--- src/rtl/sh_pkg.sv ---
// ----------------------------------------------------------------------------
// sh_pkg: shared types and constants of the SipHash-2-4 hash block
// Holds the lane type, the command record passed from the front to the
// back through the queue, the IV constants and the SipRound function.
// ----------------------------------------------------------------------------
package sh_pkg;

    typedef logic [3:0][63:0] t_lanes;

    // One command: an optional full word to absorb and, on the last request of
    // a message, the final block made of the tail bytes and the length.
    typedef struct packed {
        logic [63:0] word;
        logic [63:0] fin_blk;
        logic        has_word;
        logic        is_final;
        logic        start;
    } t_cmd;

    typedef struct packed {
        logic full;
        logic not_empty;
    } t_q_stat;

    localparam int QUEUE_DEPTH = 2;

    localparam logic [63:0] IV0 = 64'h736f6d6570736575;
    localparam logic [63:0] IV1 = 64'h646f72616e646f6d;
    localparam logic [63:0] IV2 = 64'h6c7967656e657261;
    localparam logic [63:0] IV3 = 64'h7465646279746573;
    localparam logic [63:0] FIN_XOR = 64'h00000000000000ff;

    localparam logic [63:0] KEY_LOW_RST  = 64'h0706050403020100;
    localparam logic [63:0] KEY_HIGH_RST = 64'h0f0e0d0c0b0a0908;

    function automatic logic [63:0] rotl(input logic [63:0] x, input int r);
        rotl = (x << r) | (x >> (64 - r));
    endfunction

    function automatic t_lanes sip_round(input t_lanes v);
        logic [63:0] a;
        logic [63:0] b;
        logic [63:0] c;
        logic [63:0] d;
        a = v[0];
        b = v[1];
        c = v[2];
        d = v[3];
        a = a + b; b = rotl(b, 13); b = b ^ a; a = rotl(a, 32);
        c = c + d; d = rotl(d, 16); d = d ^ c;
        a = a + d; d = rotl(d, 21); d = d ^ a;
        c = c + b; b = rotl(b, 17); b = b ^ c; c = rotl(c, 32);
        sip_round = {d, c, b, a};
    endfunction

endpackage

--- src/rtl/sh_front.sv ---
// ----------------------------------------------------------------------------
// sh_front: request intake of the SipHash block
// Accepts message words, tracks the byte length and the message start, and
// turns each request into one command for the queue.
// ----------------------------------------------------------------------------
module sh_front
    import sh_pkg::*;
(
    input  logic        i_clk,
    input  logic        i_rst_n,
    input  logic        i_valid,
    input  logic [63:0] i_word,
    input  logic [3:0]  i_byte_count,
    input  logic        i_last,
    input  t_q_stat     i_q_stat,
    output logic        o_push,
    output t_cmd        o_cmd,
    output logic        o_stall
);

    logic [7:0]  r_len;
    logic [7:0]  n_len;
    logic        r_start;
    logic        n_start;
    logic [3:0]  cnt_sat;
    logic        has_word;
    logic [63:0] tail;
    logic [7:0]  len_add;

    assign o_stall = i_q_stat.full;
    assign o_push  = i_valid && !i_q_stat.full;

    always_comb begin
        cnt_sat  = (i_byte_count > 4'd8) ? 4'd8 : i_byte_count;
        has_word = !i_last || (cnt_sat == 4'd8);
        for (int b = 0; b < 8; b++) begin
            tail[8*b +: 8] = (!has_word && (4'(b) < cnt_sat)) ? i_word[8*b +: 8] : 8'h00;
        end
        len_add = has_word ? 8'd8 : {4'b0000, cnt_sat};
        n_len   = r_len + len_add;

        o_cmd.word     = i_word;
        o_cmd.fin_blk  = tail | {n_len, 56'd0};
        o_cmd.has_word = has_word;
        o_cmd.is_final = i_last;
        o_cmd.start    = r_start;

        n_start = o_push ? i_last : r_start;
    end

    always_ff @(posedge i_clk) begin
        if (!i_rst_n) begin
            r_len   <= 8'd0;
            r_start <= 1'b1;
        end else begin
            r_start <= n_start;
            if (o_push) begin
                r_len <= i_last ? 8'd0 : n_len;
            end
        end
    end

endmodule

--- src/rtl/sh_queue.sv ---
// ----------------------------------------------------------------------------
// sh_queue: command queue between front and back
// A two-entry first-in first-out buffer of commands.
// ----------------------------------------------------------------------------
module sh_queue
    import sh_pkg::*;
(
    input  logic    i_clk,
    input  logic    i_rst_n,
    input  logic    i_push,
    input  t_cmd    i_cmd,
    input  logic    i_pop,
    output t_cmd    o_head,
    output t_q_stat o_stat
);

    localparam int PW = (QUEUE_DEPTH > 1) ? $clog2(QUEUE_DEPTH) : 1;
    localparam int CW = $clog2(QUEUE_DEPTH + 1);

    t_cmd          r_mem [QUEUE_DEPTH];
    logic [PW-1:0] r_wr_ptr;
    logic [PW-1:0] r_rd_ptr;
    logic [CW-1:0] r_count;
    logic          do_push;
    logic          do_pop;

    assign o_stat.full      = (r_count == CW'(QUEUE_DEPTH));
    assign o_stat.not_empty = (r_count != '0);
    assign o_head           = r_mem[r_rd_ptr];

    assign do_push = i_push && !o_stat.full;
    assign do_pop  = i_pop && o_stat.not_empty;

    function automatic logic [PW-1:0] ptr_inc(input logic [PW-1:0] p);
        ptr_inc = (p == PW'(QUEUE_DEPTH - 1)) ? '0 : p + 1'b1;
    endfunction

    always_ff @(posedge i_clk) begin
        if (do_push) begin
            r_mem[r_wr_ptr] <= i_cmd;
        end
        if (!i_rst_n) begin
            r_wr_ptr <= '0;
            r_rd_ptr <= '0;
            r_count  <= '0;
        end else begin
            if (do_push) begin
                r_wr_ptr <= ptr_inc(r_wr_ptr);
            end
            if (do_pop) begin
                r_rd_ptr <= ptr_inc(r_rd_ptr);
            end
            if (do_push && !do_pop) begin
                r_count <= r_count + 1'b1;
            end else if (do_pop && !do_push) begin
                r_count <= r_count - 1'b1;
            end
        end
    end

    a_no_overflow: assert property (@(posedge i_clk) disable iff (!i_rst_n)
        r_count <= CW'(QUEUE_DEPTH))
        else $error("queue count beyond depth");

    a_pop_moves_ptr: assert property (@(posedge i_clk) disable iff (!i_rst_n)
        do_pop |=> r_rd_ptr != $past(r_rd_ptr) || QUEUE_DEPTH == 1)
        else $error("pop did not advance read pointer");

    a_push_pop_count: assert property (@(posedge i_clk) disable iff (!i_rst_n)
        (do_push && do_pop) |=> $stable(r_count))
        else $error("count changed on simultaneous push and pop");

endmodule

--- src/rtl/sh_back.sv ---
// ----------------------------------------------------------------------------
// sh_back: SipRound engine of the SipHash block
// Takes commands from the queue, runs one SipRound per cycle to absorb and
// finalize, the last only into a free output register that holds the hash.
// ----------------------------------------------------------------------------
module sh_back
    import sh_pkg::*;
#(
    parameter int COMPRESS_ROUNDS = 2,
    parameter int FINAL_ROUNDS    = 4
) (
    input  logic        i_clk,
    input  logic        i_rst_n,
    input  logic [63:0] i_key_low,
    input  logic [63:0] i_key_high,
    input  t_cmd        i_head,
    input  t_q_stat     i_q_stat,
    output logic        o_pop,
    output logic        o_valid,
    output logic [63:0] o_hash,
    input  logic        i_stall
);

    localparam int MAX_R = (COMPRESS_ROUNDS > FINAL_ROUNDS) ? COMPRESS_ROUNDS : FINAL_ROUNDS;
    localparam int CW    = $clog2(MAX_R + 1);

    typedef enum logic [1:0] {
        S_IDLE,
        S_ABS,
        S_FINR
    } t_state;

    t_state        r_state, n_state;
    logic [CW-1:0] r_cnt, n_cnt;
    t_lanes        r_lanes, n_lanes;
    logic [63:0]   r_msg, n_msg;
    logic [63:0]   r_fin_blk, n_fin_blk;
    logic          r_abs_final, n_abs_final;
    logic          r_fin_pending, n_fin_pending;
    logic          r_out_valid, n_out_valid;
    logic [63:0]   r_hash, n_hash;

    t_lanes        pre;
    t_lanes        xin;
    t_lanes        rnd;
    t_lanes        done_lanes;
    logic [63:0]   m_cur;
    logic          inject;
    logic          abs_final_cur;
    logic          fin_pending_cur;
    logic [63:0]   fin_blk_cur;
    logic [CW-1:0] cnt_cur;
    logic [CW-1:0] cnt_inc;
    logic          out_free;

    assign o_valid = r_out_valid;
    assign o_hash  = r_hash;

    always_comb begin
        out_free = !r_out_valid || !i_stall;
        o_pop    = (r_state == S_IDLE) && i_q_stat.not_empty;

        if (r_state == S_IDLE && i_head.start) begin
            pre = {IV3 ^ i_key_high, IV2 ^ i_key_low, IV1 ^ i_key_high, IV0 ^ i_key_low};
        end else begin
            pre = r_lanes;
        end

        if (r_state == S_IDLE) begin
            m_cur           = i_head.has_word ? i_head.word : i_head.fin_blk;
            abs_final_cur   = !i_head.has_word;
            fin_pending_cur = i_head.is_final;
            fin_blk_cur     = i_head.fin_blk;
            cnt_cur         = '0;
        end else begin
            m_cur           = r_msg;
            abs_final_cur   = r_abs_final;
            fin_pending_cur = r_fin_pending;
            fin_blk_cur     = r_fin_blk;
            cnt_cur         = r_cnt;
        end

        // The first round of each absorption folds the block into lane 3.
        inject = (r_state == S_IDLE) || (r_state == S_ABS && r_cnt == '0);
        xin    = pre;
        if (inject) begin
            xin[3] = pre[3] ^ m_cur;
        end
        rnd     = sip_round(xin);
        cnt_inc = cnt_cur + 1'b1;

        done_lanes    = rnd;
        done_lanes[0] = rnd[0] ^ m_cur;
        if (abs_final_cur) begin
            done_lanes[2] = rnd[2] ^ FIN_XOR;
        end

        n_state       = r_state;
        n_cnt         = r_cnt;
        n_lanes       = r_lanes;
        n_msg         = r_msg;
        n_fin_blk     = r_fin_blk;
        n_abs_final   = r_abs_final;
        n_fin_pending = r_fin_pending;
        n_hash        = r_hash;
        n_out_valid   = r_out_valid && i_stall;

        unique case (r_state)
            S_IDLE, S_ABS: begin
                if (r_state == S_ABS || o_pop) begin
                    n_msg         = m_cur;
                    n_fin_blk     = fin_blk_cur;
                    n_abs_final   = abs_final_cur;
                    n_fin_pending = fin_pending_cur;
                    if (cnt_inc == CW'(COMPRESS_ROUNDS)) begin
                        n_lanes = done_lanes;
                        n_cnt   = '0;
                        if (abs_final_cur) begin
                            n_state = S_FINR;
                        end else if (fin_pending_cur) begin
                            n_state     = S_ABS;
                            n_msg       = fin_blk_cur;
                            n_abs_final = 1'b1;
                        end else begin
                            n_state = S_IDLE;
                        end
                    end else begin
                        n_lanes = rnd;
                        n_cnt   = cnt_inc;
                        n_state = S_ABS;
                    end
                end
            end
            S_FINR: begin
                if (cnt_inc == CW'(FINAL_ROUNDS)) begin
                    // The last round waits until the output register is free.
                    if (out_free) begin
                        n_lanes     = rnd;
                        n_hash      = rnd[0] ^ rnd[1] ^ rnd[2] ^ rnd[3];
                        n_out_valid = 1'b1;
                        n_cnt       = '0;
                        n_state     = S_IDLE;
                    end
                end else begin
                    n_lanes = rnd;
                    n_cnt   = cnt_inc;
                end
            end
            default: begin
                n_state = S_IDLE;
            end
        endcase
    end

    always_ff @(posedge i_clk) begin
        r_lanes   <= n_lanes;
        r_msg     <= n_msg;
        r_fin_blk <= n_fin_blk;
        r_hash    <= n_hash;
        if (!i_rst_n) begin
            r_state       <= S_IDLE;
            r_cnt         <= '0;
            r_abs_final   <= 1'b0;
            r_fin_pending <= 1'b0;
            r_out_valid   <= 1'b0;
        end else begin
            r_state       <= n_state;
            r_cnt         <= n_cnt;
            r_abs_final   <= n_abs_final;
            r_fin_pending <= n_fin_pending;
            r_out_valid   <= n_out_valid;
        end
    end

    a_new_hash_from_final: assert property (@(posedge i_clk) disable iff (!i_rst_n)
        (r_out_valid && !$past(r_out_valid && i_stall)) |-> $past(r_state == S_FINR))
        else $error("hash appeared without finalization rounds");

    a_cnt_in_range: assert property (@(posedge i_clk) disable iff (!i_rst_n)
        r_cnt < CW'(MAX_R))
        else $error("round counter out of range");

    a_finr_after_final_absorb: assert property (@(posedge i_clk) disable iff (!i_rst_n)
        (r_state == S_FINR && $past(r_state) != S_FINR) |-> $past(n_abs_final))
        else $error("finalization entered without final block");

endmodule

--- src/rtl/siphash_2_4_hash.sv ---
// ----------------------------------------------------------------------------
// siphash_2_4_hash: keyed SipHash-2-4 with a 64-bit result
// Top level: key registers on the APB-style port, request front, command
// queue and SipRound engine.
// ----------------------------------------------------------------------------
// A message enters as little-endian 64-bit words, the last one marked and
// carrying 0 to 8 bytes; one hash request leaves per message. The engine runs
// one SipRound per cycle, but the last finalization round waits while the
// output register holds a stalled hash. A full word takes COMPRESS_ROUNDS
// rounds (2 by default); the last word adds COMPRESS_ROUNDS rounds for the
// final block and FINAL_ROUNDS for finalization, plus COMPRESS_ROUNDS more when full.
// A two-entry command queue lets the input side keep taking words while the
// engine works or the hash waits at the output. The key is sampled when a
// message starts; key_low lies at byte address 0 and key_high at 8.
module siphash_2_4_hash
    import sh_pkg::*;
#(
    parameter int COMPRESS_ROUNDS = 2,
    parameter int FINAL_ROUNDS    = 4
) (
    input  logic        i_clk,
    input  logic        i_rst_n,
    input  logic        i_valid,
    output logic        o_stall,
    input  logic [63:0] i_word,
    input  logic [3:0]  i_byte_count,
    input  logic        i_last,
    output logic        o_valid,
    input  logic        i_stall,
    output logic [63:0] o_hash,
    input  logic        psel,
    input  logic        penable,
    input  logic        pwrite,
    input  logic [3:0]  paddr,
    input  logic [63:0] pwdata,
    output logic [63:0] prdata,
    output logic        pready
);

    logic [63:0] r_key_low;
    logic [63:0] r_key_high;
    logic        cfg_wr;
    logic        push;
    logic        pop;
    t_cmd        cmd;
    t_cmd        head;
    t_q_stat     q_stat;

    assign pready = 1'b1;
    assign cfg_wr = psel && penable && pwrite && pready;
    assign prdata = paddr[3] ? r_key_high : r_key_low;

    always_ff @(posedge i_clk) begin
        if (!i_rst_n) begin
            r_key_low  <= KEY_LOW_RST;
            r_key_high <= KEY_HIGH_RST;
        end else if (cfg_wr) begin
            if (paddr[3]) begin
                r_key_high <= pwdata;
            end else begin
                r_key_low <= pwdata;
            end
        end
    end

    sh_front u_front (
        .i_clk        (i_clk),
        .i_rst_n      (i_rst_n),
        .i_valid      (i_valid),
        .i_word       (i_word),
        .i_byte_count (i_byte_count),
        .i_last       (i_last),
        .i_q_stat     (q_stat),
        .o_push       (push),
        .o_cmd        (cmd),
        .o_stall      (o_stall)
    );

    sh_queue u_queue (
        .i_clk   (i_clk),
        .i_rst_n (i_rst_n),
        .i_push  (push),
        .i_cmd   (cmd),
        .i_pop   (pop),
        .o_head  (head),
        .o_stat  (q_stat)
    );

    sh_back #(
        .COMPRESS_ROUNDS (COMPRESS_ROUNDS),
        .FINAL_ROUNDS    (FINAL_ROUNDS)
    ) u_back (
        .i_clk      (i_clk),
        .i_rst_n    (i_rst_n),
        .i_key_low  (r_key_low),
        .i_key_high (r_key_high),
        .i_head     (head),
        .i_q_stat   (q_stat),
        .o_pop      (pop),
        .o_valid    (o_valid),
        .o_hash     (o_hash),
        .i_stall    (i_stall)
    );

endmodule
--- config.mk ---
export PLATFORM = sky130hd
export DESIGN_NAME = siphash_2_4_hash
export DESIGN_NICKNAME = d
export VERILOG_FILES = /design/src/rtl/sh_pkg.sv /design/src/rtl/sh_front.sv /design/src/rtl/sh_queue.sv /design/src/rtl/sh_back.sv /design/src/rtl/siphash_2_4_hash.sv
export SDC_FILE = /design/constraint.sdc
export NUM_CORES = 2
export LEC_CHECK = 0
export BUFFER_PORTS_ARGS = -buffer_cell sky130_fd_sc_hd__buf_2
export CORE_UTILIZATION = 25
export CTS_BUF_LIST = sky130_fd_sc_hd__clkbuf_16
export CTS_CLUSTER_SIZE = 12
export DETAILED_ROUTE_END_ITERATION = 8
export HOLD_SLACK_MARGIN = 0.02
export PLACE_DENSITY = 0.45
export RECOVER_POWER = 100
export SKIP_CTS_REPAIR_TIMING = 1
export SLEW_MARGIN = 0
export SYNTH_ARGS = -nofsm -noshare
export SYNTH_HDL_FRONTEND = slang
export SYNTH_SLANG_ARGS = --single-unit
--- constraint.sdc ---
create_clock -name i_clk -period 19.05 [get_ports i_clk]
set_input_delay 2.8575 -clock i_clk [delete_from_list [all_inputs] [get_ports i_clk]]
set_output_delay 2.8575 -clock i_clk [all_outputs]
set_load 0.005 [all_outputs]
# Word-level counts from Yosys, hierarchy flattened
# Memories as Yosys holds them, arrays and structs flattened. A register that Yosys moved wholly into a read port is not among the register bits.
# Index checks and enable logic that the tools add are counted.
# classes
reduce_logical	43
bitwise_logic	22
n_eq_ne	10
mux	55
n_addsub	10
order_cmp	9
# op_table
operator	n
$mux 256	4
$xor 64x64->64	9
$mux 64	8
$pmux 256 s2	1
$add 64x64->64	4
$mux 136	1
$or 64x32->64	2
$mux 8	10
$or 64x13->64	1
$or 64x16->64	1
$or 64x17->64	1
$or 64x21->64	1
$or 64x64->64	1
$not 37->37	1
$not 35->35	1
$not 34->34	1
$not 32->32	1
$logic_and 1x1->1	19
$lt 3x4->1 const A	4
$mux 1	15
$mux 3	5
$mux 2	7
$reduce_and 3->1	3
$add 8x8->8	1
other kinds (26)	47
# totals
elab_cells	169
regBits	597
inputBits	144
n_memories	1
ramBits	262
out_inout_bits	131
# mem_list
name	depth	width	rd	rd_clocked_by_memory_dff	wr	line	text
u_queue.r_mem	2	131	1	1	1	sh_queue.sv:20	t_cmd r_mem [QUEUE_DEPTH];

# Longest topological paths before layout
# depth
depth_word	13
mapped_depth	35
depth_no_buf	30

# By module
# From an unflattened synthesis, not the netlist that was laid out.
# hier_totals
hier_cells	5822
hier_area_um2	57939.3
# modules_own_cells
mod	seq_area_each_um2	n_inst	area_each_um2	cells_per_inst
sh_back	13613.1	1	40571.4	4599
sh_queue	7967.6	1	10064.7	433
siphash_2_4_hash	2562.5	1	5704.2	570
sh_front	180.2	1	1599.0	220

# Worst setup path after synthesis
# No wires, ideal clock.
# synth_timing
path_type	register -> register
from	register u_queue.r_count[0]
to	register u_back.r_cnt[1]
period_less_slack_ps	13323
stages_incl_launch_ff	8
path_buffers	0
path_slack_ps	5727
arrival_time_ps	13258
path_cell_list	dfxtp_1 nor3_1 nor2_1 o22ai_1 inv_1 and4b_1 a21oi_1 nor2b_1
# synth_between
elab_chain_len	5
# synth_lines
element	line	text
from (decl)	sh_queue.sv:23	logic [CW-1:0] r_count;
from (signal assigned)	sh_queue.sv:54	r_count <= r_count + 1'b1;
from (signal assigned)	sh_queue.sv:56	r_count <= r_count - 1'b1;
$reduce_bool 2->1	sh_queue.sv:28	assign o_stat.not_empty = (r_count != '0);
$logic_and 1x1->1	sh_back.sv:61	o_pop = (r_state == S_IDLE) && i_q_stat.not_empty;
$logic_or 1x1->1	sh_back.sv:110	if (r_state == S_ABS || o_pop) begin
$ne 2x1->1 (no line)	-	
$reduce_and 3->1 (no line)	-	
to (signal assigned)	sh_back.sv:168	r_cnt <= n_cnt;
to (decl)	sh_back.sv:34	logic [CW-1:0] r_cnt, n_cnt;
# Every way passes these cells.
# A chain may end at the register's enable or synchronous reset.

==> reports/results.txt <==
Number of flops mapped to enable cells by yosys = 710
RSZ-0062 raised after global routing = no
Mapped Cells = 5,975
Area grow syn2layout = 15.1%
Final hold vios = 0
Clock buffer depth = 3
FP Rows = 175
Critical-path top delay cell = clkbuf_1
Total track usage = 27.0%
Startpoint types = register
Initial Utilization = 25.3%
Grt total ovfl = 0
Reg clk slew, reported paths = 0.06 ns
Initial antenna violation count = 56
CTS tree = yes
Count of pins over their slew limit = 1,350
Mean area per synthesized cell = 9.66 um^2
Worst path required time = 19.53 ns
Routability cong. = 1.07
Global-route wire length before repair = 421,000 um
Violated checks = capacitance limit, slew limit
Worst min path class = reg2reg
Worst hold slack = 0.480 ns
Met2 wire length = 135,000 um
Largest net degree at the start of global routing = 144
Final net count = 6,603
H-tree depth = 3
Setup crit end kind = register
Clock period minus worst slack = 14.75 ns
WL met1 = 138,000 um
Dpl hpwl = 268,000 um
DRT Pass-1 Iters = 6
CTS Sinks = 860
Clock Skews = 0.0812 ns
Slew @ Worst Pin = 6.26 ns
Layout fillers = 24.4k
Core box area = 0.228 mm^2
Cell Area, Synth = 0.0577 mm^2
Max_cap viols = 26
Routed WL = 323,000 um
ANT nets after route = 0
Io pins = 275
Drt wl/cell = 34.7 um
Drt initial violations = 6,343
Post-Syn Nets = 6,384
Setup TNS = 0 ns
Syn. warnings = 0
PortBufs = 270
Layout cell share with drive strength beyond 1 = 8.64%
Fmax = 67.8 MHz
Die H = 482 um
DR vias = 49.7k
Detail-routed via count per cell = 5.34
Vias in the first global route = 46.8k
CTS Buf Count = 106
Max_slew headroom = -317%
Commonest non-fill, non-tap cell in the layout = nand2_1
Critical path's largest stage delay = 1.85 ns
Final Non-Filler Cells = 9,309
Outcome = complete, but fails checks
Async SR Flop Fraction = 0%
Leading register cell type out of synthesis = edfxtp_1
Seq/Total Area, Yosys = 42.2%
Crit share post-route = 77.4%
CP top delay family = buffers and inverters
R2R setup slack = 4.30 ns
DRC viols = 0
Yosys reg bits = 860
Die Wd = 482 um
Crit path max fanout = 63
Final Setup Violations = 0
Die footprint = 0.233 mm^2
Yosys cell types = 102
Clk_lat worst skew = 0.83 ns
Clk root buf = clkbuf_16
Most frequent cells in the layout = nand2_1, edfxtp_1, a21oi_1, xnor2_1, nor2_1
Placed cell count = 9,095
Max layer used = met5
Critical Path AT = 15.22 ns
DR WL met3 = 23,500 um
CP Class = reg2reg
CP bufs+invs = 4
[cell type report]
class                           count  area [um^2]  area share, %
Clock buffer                      109         2730           4.11
Clock inverter                     89          971           1.46
Multi-Input combinational cell   4590        31500           47.4
Inverter                          193          726           1.09
Tap cell                         3009         3760           5.67
Antenna cell                       16         40.0         0.0603
Timing Repair Buffer              443         2390           3.60
Sequential cell                   860        24300           36.6
[kinds of logic after synthesis]
kind of cell,count (synthesis),synth area share (%)
mux,219,3.94
simple gates,1723,13.4
xor+xnor,789,13.7
other cells,1,0.00650
fa+ha+maj,265,5.81
buf+inv,525,3.52
compound gates,1593,17.5
flops,860,42.2
[state kept, by name (all words and copies together), names as in the netlist, named ones only]
name and count:
r_key_high 64, r_key_low 64, u_back.o_hash 64, u_back.o_valid 1, u_back.r_abs_final 1, u_back.r_cnt 3, u_back.r_fin_blk 64, u_back.r_fin_pending 1
u_back.r_lanes 256, u_back.r_msg 64, u_back.r_state 2, u_front.r_len 8, u_front.r_start 1, u_queue.r_count 2, u_queue.r_mem 262, u_queue.r_rd_ptr 1
u_queue.r_wr_ptr 1
[routing by layer]
layer | track usage [%] | up-vias
met5 | 0 | -
met4 | 17.3 | 34
met3 | 4.59 | 612
met2 | 40.3 | 2345
met1 | 36.0 | 24800
li1 | - | 21900
[metrics by stage]
step | instance area (um^2) | setup WS, ns | utilization [%]
after floorplan | 57700 | 5.73 | -
after global placement | 63000 | 7.51 | 27.6
after detailed placement | 63000 | 7.56 | 27.6
after CTS | 66700 | 7.51 | 29.2
after global routing | 66400 | 3.58 | 29.1
final | 66400 | 4.30 | 29.1
[final timing paths]
| path | startpoint | endpoint | cells past startpoint |
|---|---|---|---|
| hold / removal | r_key_high[16] | r_key_high[16] | 2 |
| hold reg to reg | r_key_high[16] | r_key_high[16] | 2 |
| setup reg to reg | u_back.r_state[1] | u_back.o_hash[18] | 26 |
| setup / recovery | u_back.r_state[1] | u_back.o_hash[18] | 26 |
[worst reg2reg max path, delay by kind of cell (launching register included)]
family	cells	cell delay [ns]
and+or+nand+nor	9	3.42
adders and majority gates	2	0.92
DFF	1	0.51
AOI/OAI and AO/OA	6	2.65
buffers and inverters	4	4.90
xor gates and xnor gates	5	2.02
[cells in the mapped netlist (44+ instances only)]
library cell  number  area [um^2]
nand2_1          785         2950
edfxtp_1         710        21300
a21oi_1          534         2670
xnor2_1          446         3910
nor2_1           393         1480
o21ai_0          311         1560
xor2_1           272         2380
ha_1             260         3250
clkbuf_1         247          927
inv_1            192          721
a21o_1           179         1340
mux2i_1          153         1530
dfxtp_1          150         3000
a211oi_1         147         1100
a21boi_0         112          841
nor2b_1           96          601
nand4_1           95          594
nand3_1           86          430
o21bai_1          71          533
and2_1            69          432
mux2_2            66          743
and3_1            59          369
nor3_1            56          280
xnor3_1           53         1190
buf_2             44          220
Power is left out: the tool's default activity adds up to more than one toggle a clock period on the data nets, which glitch-free logic cannot reach.
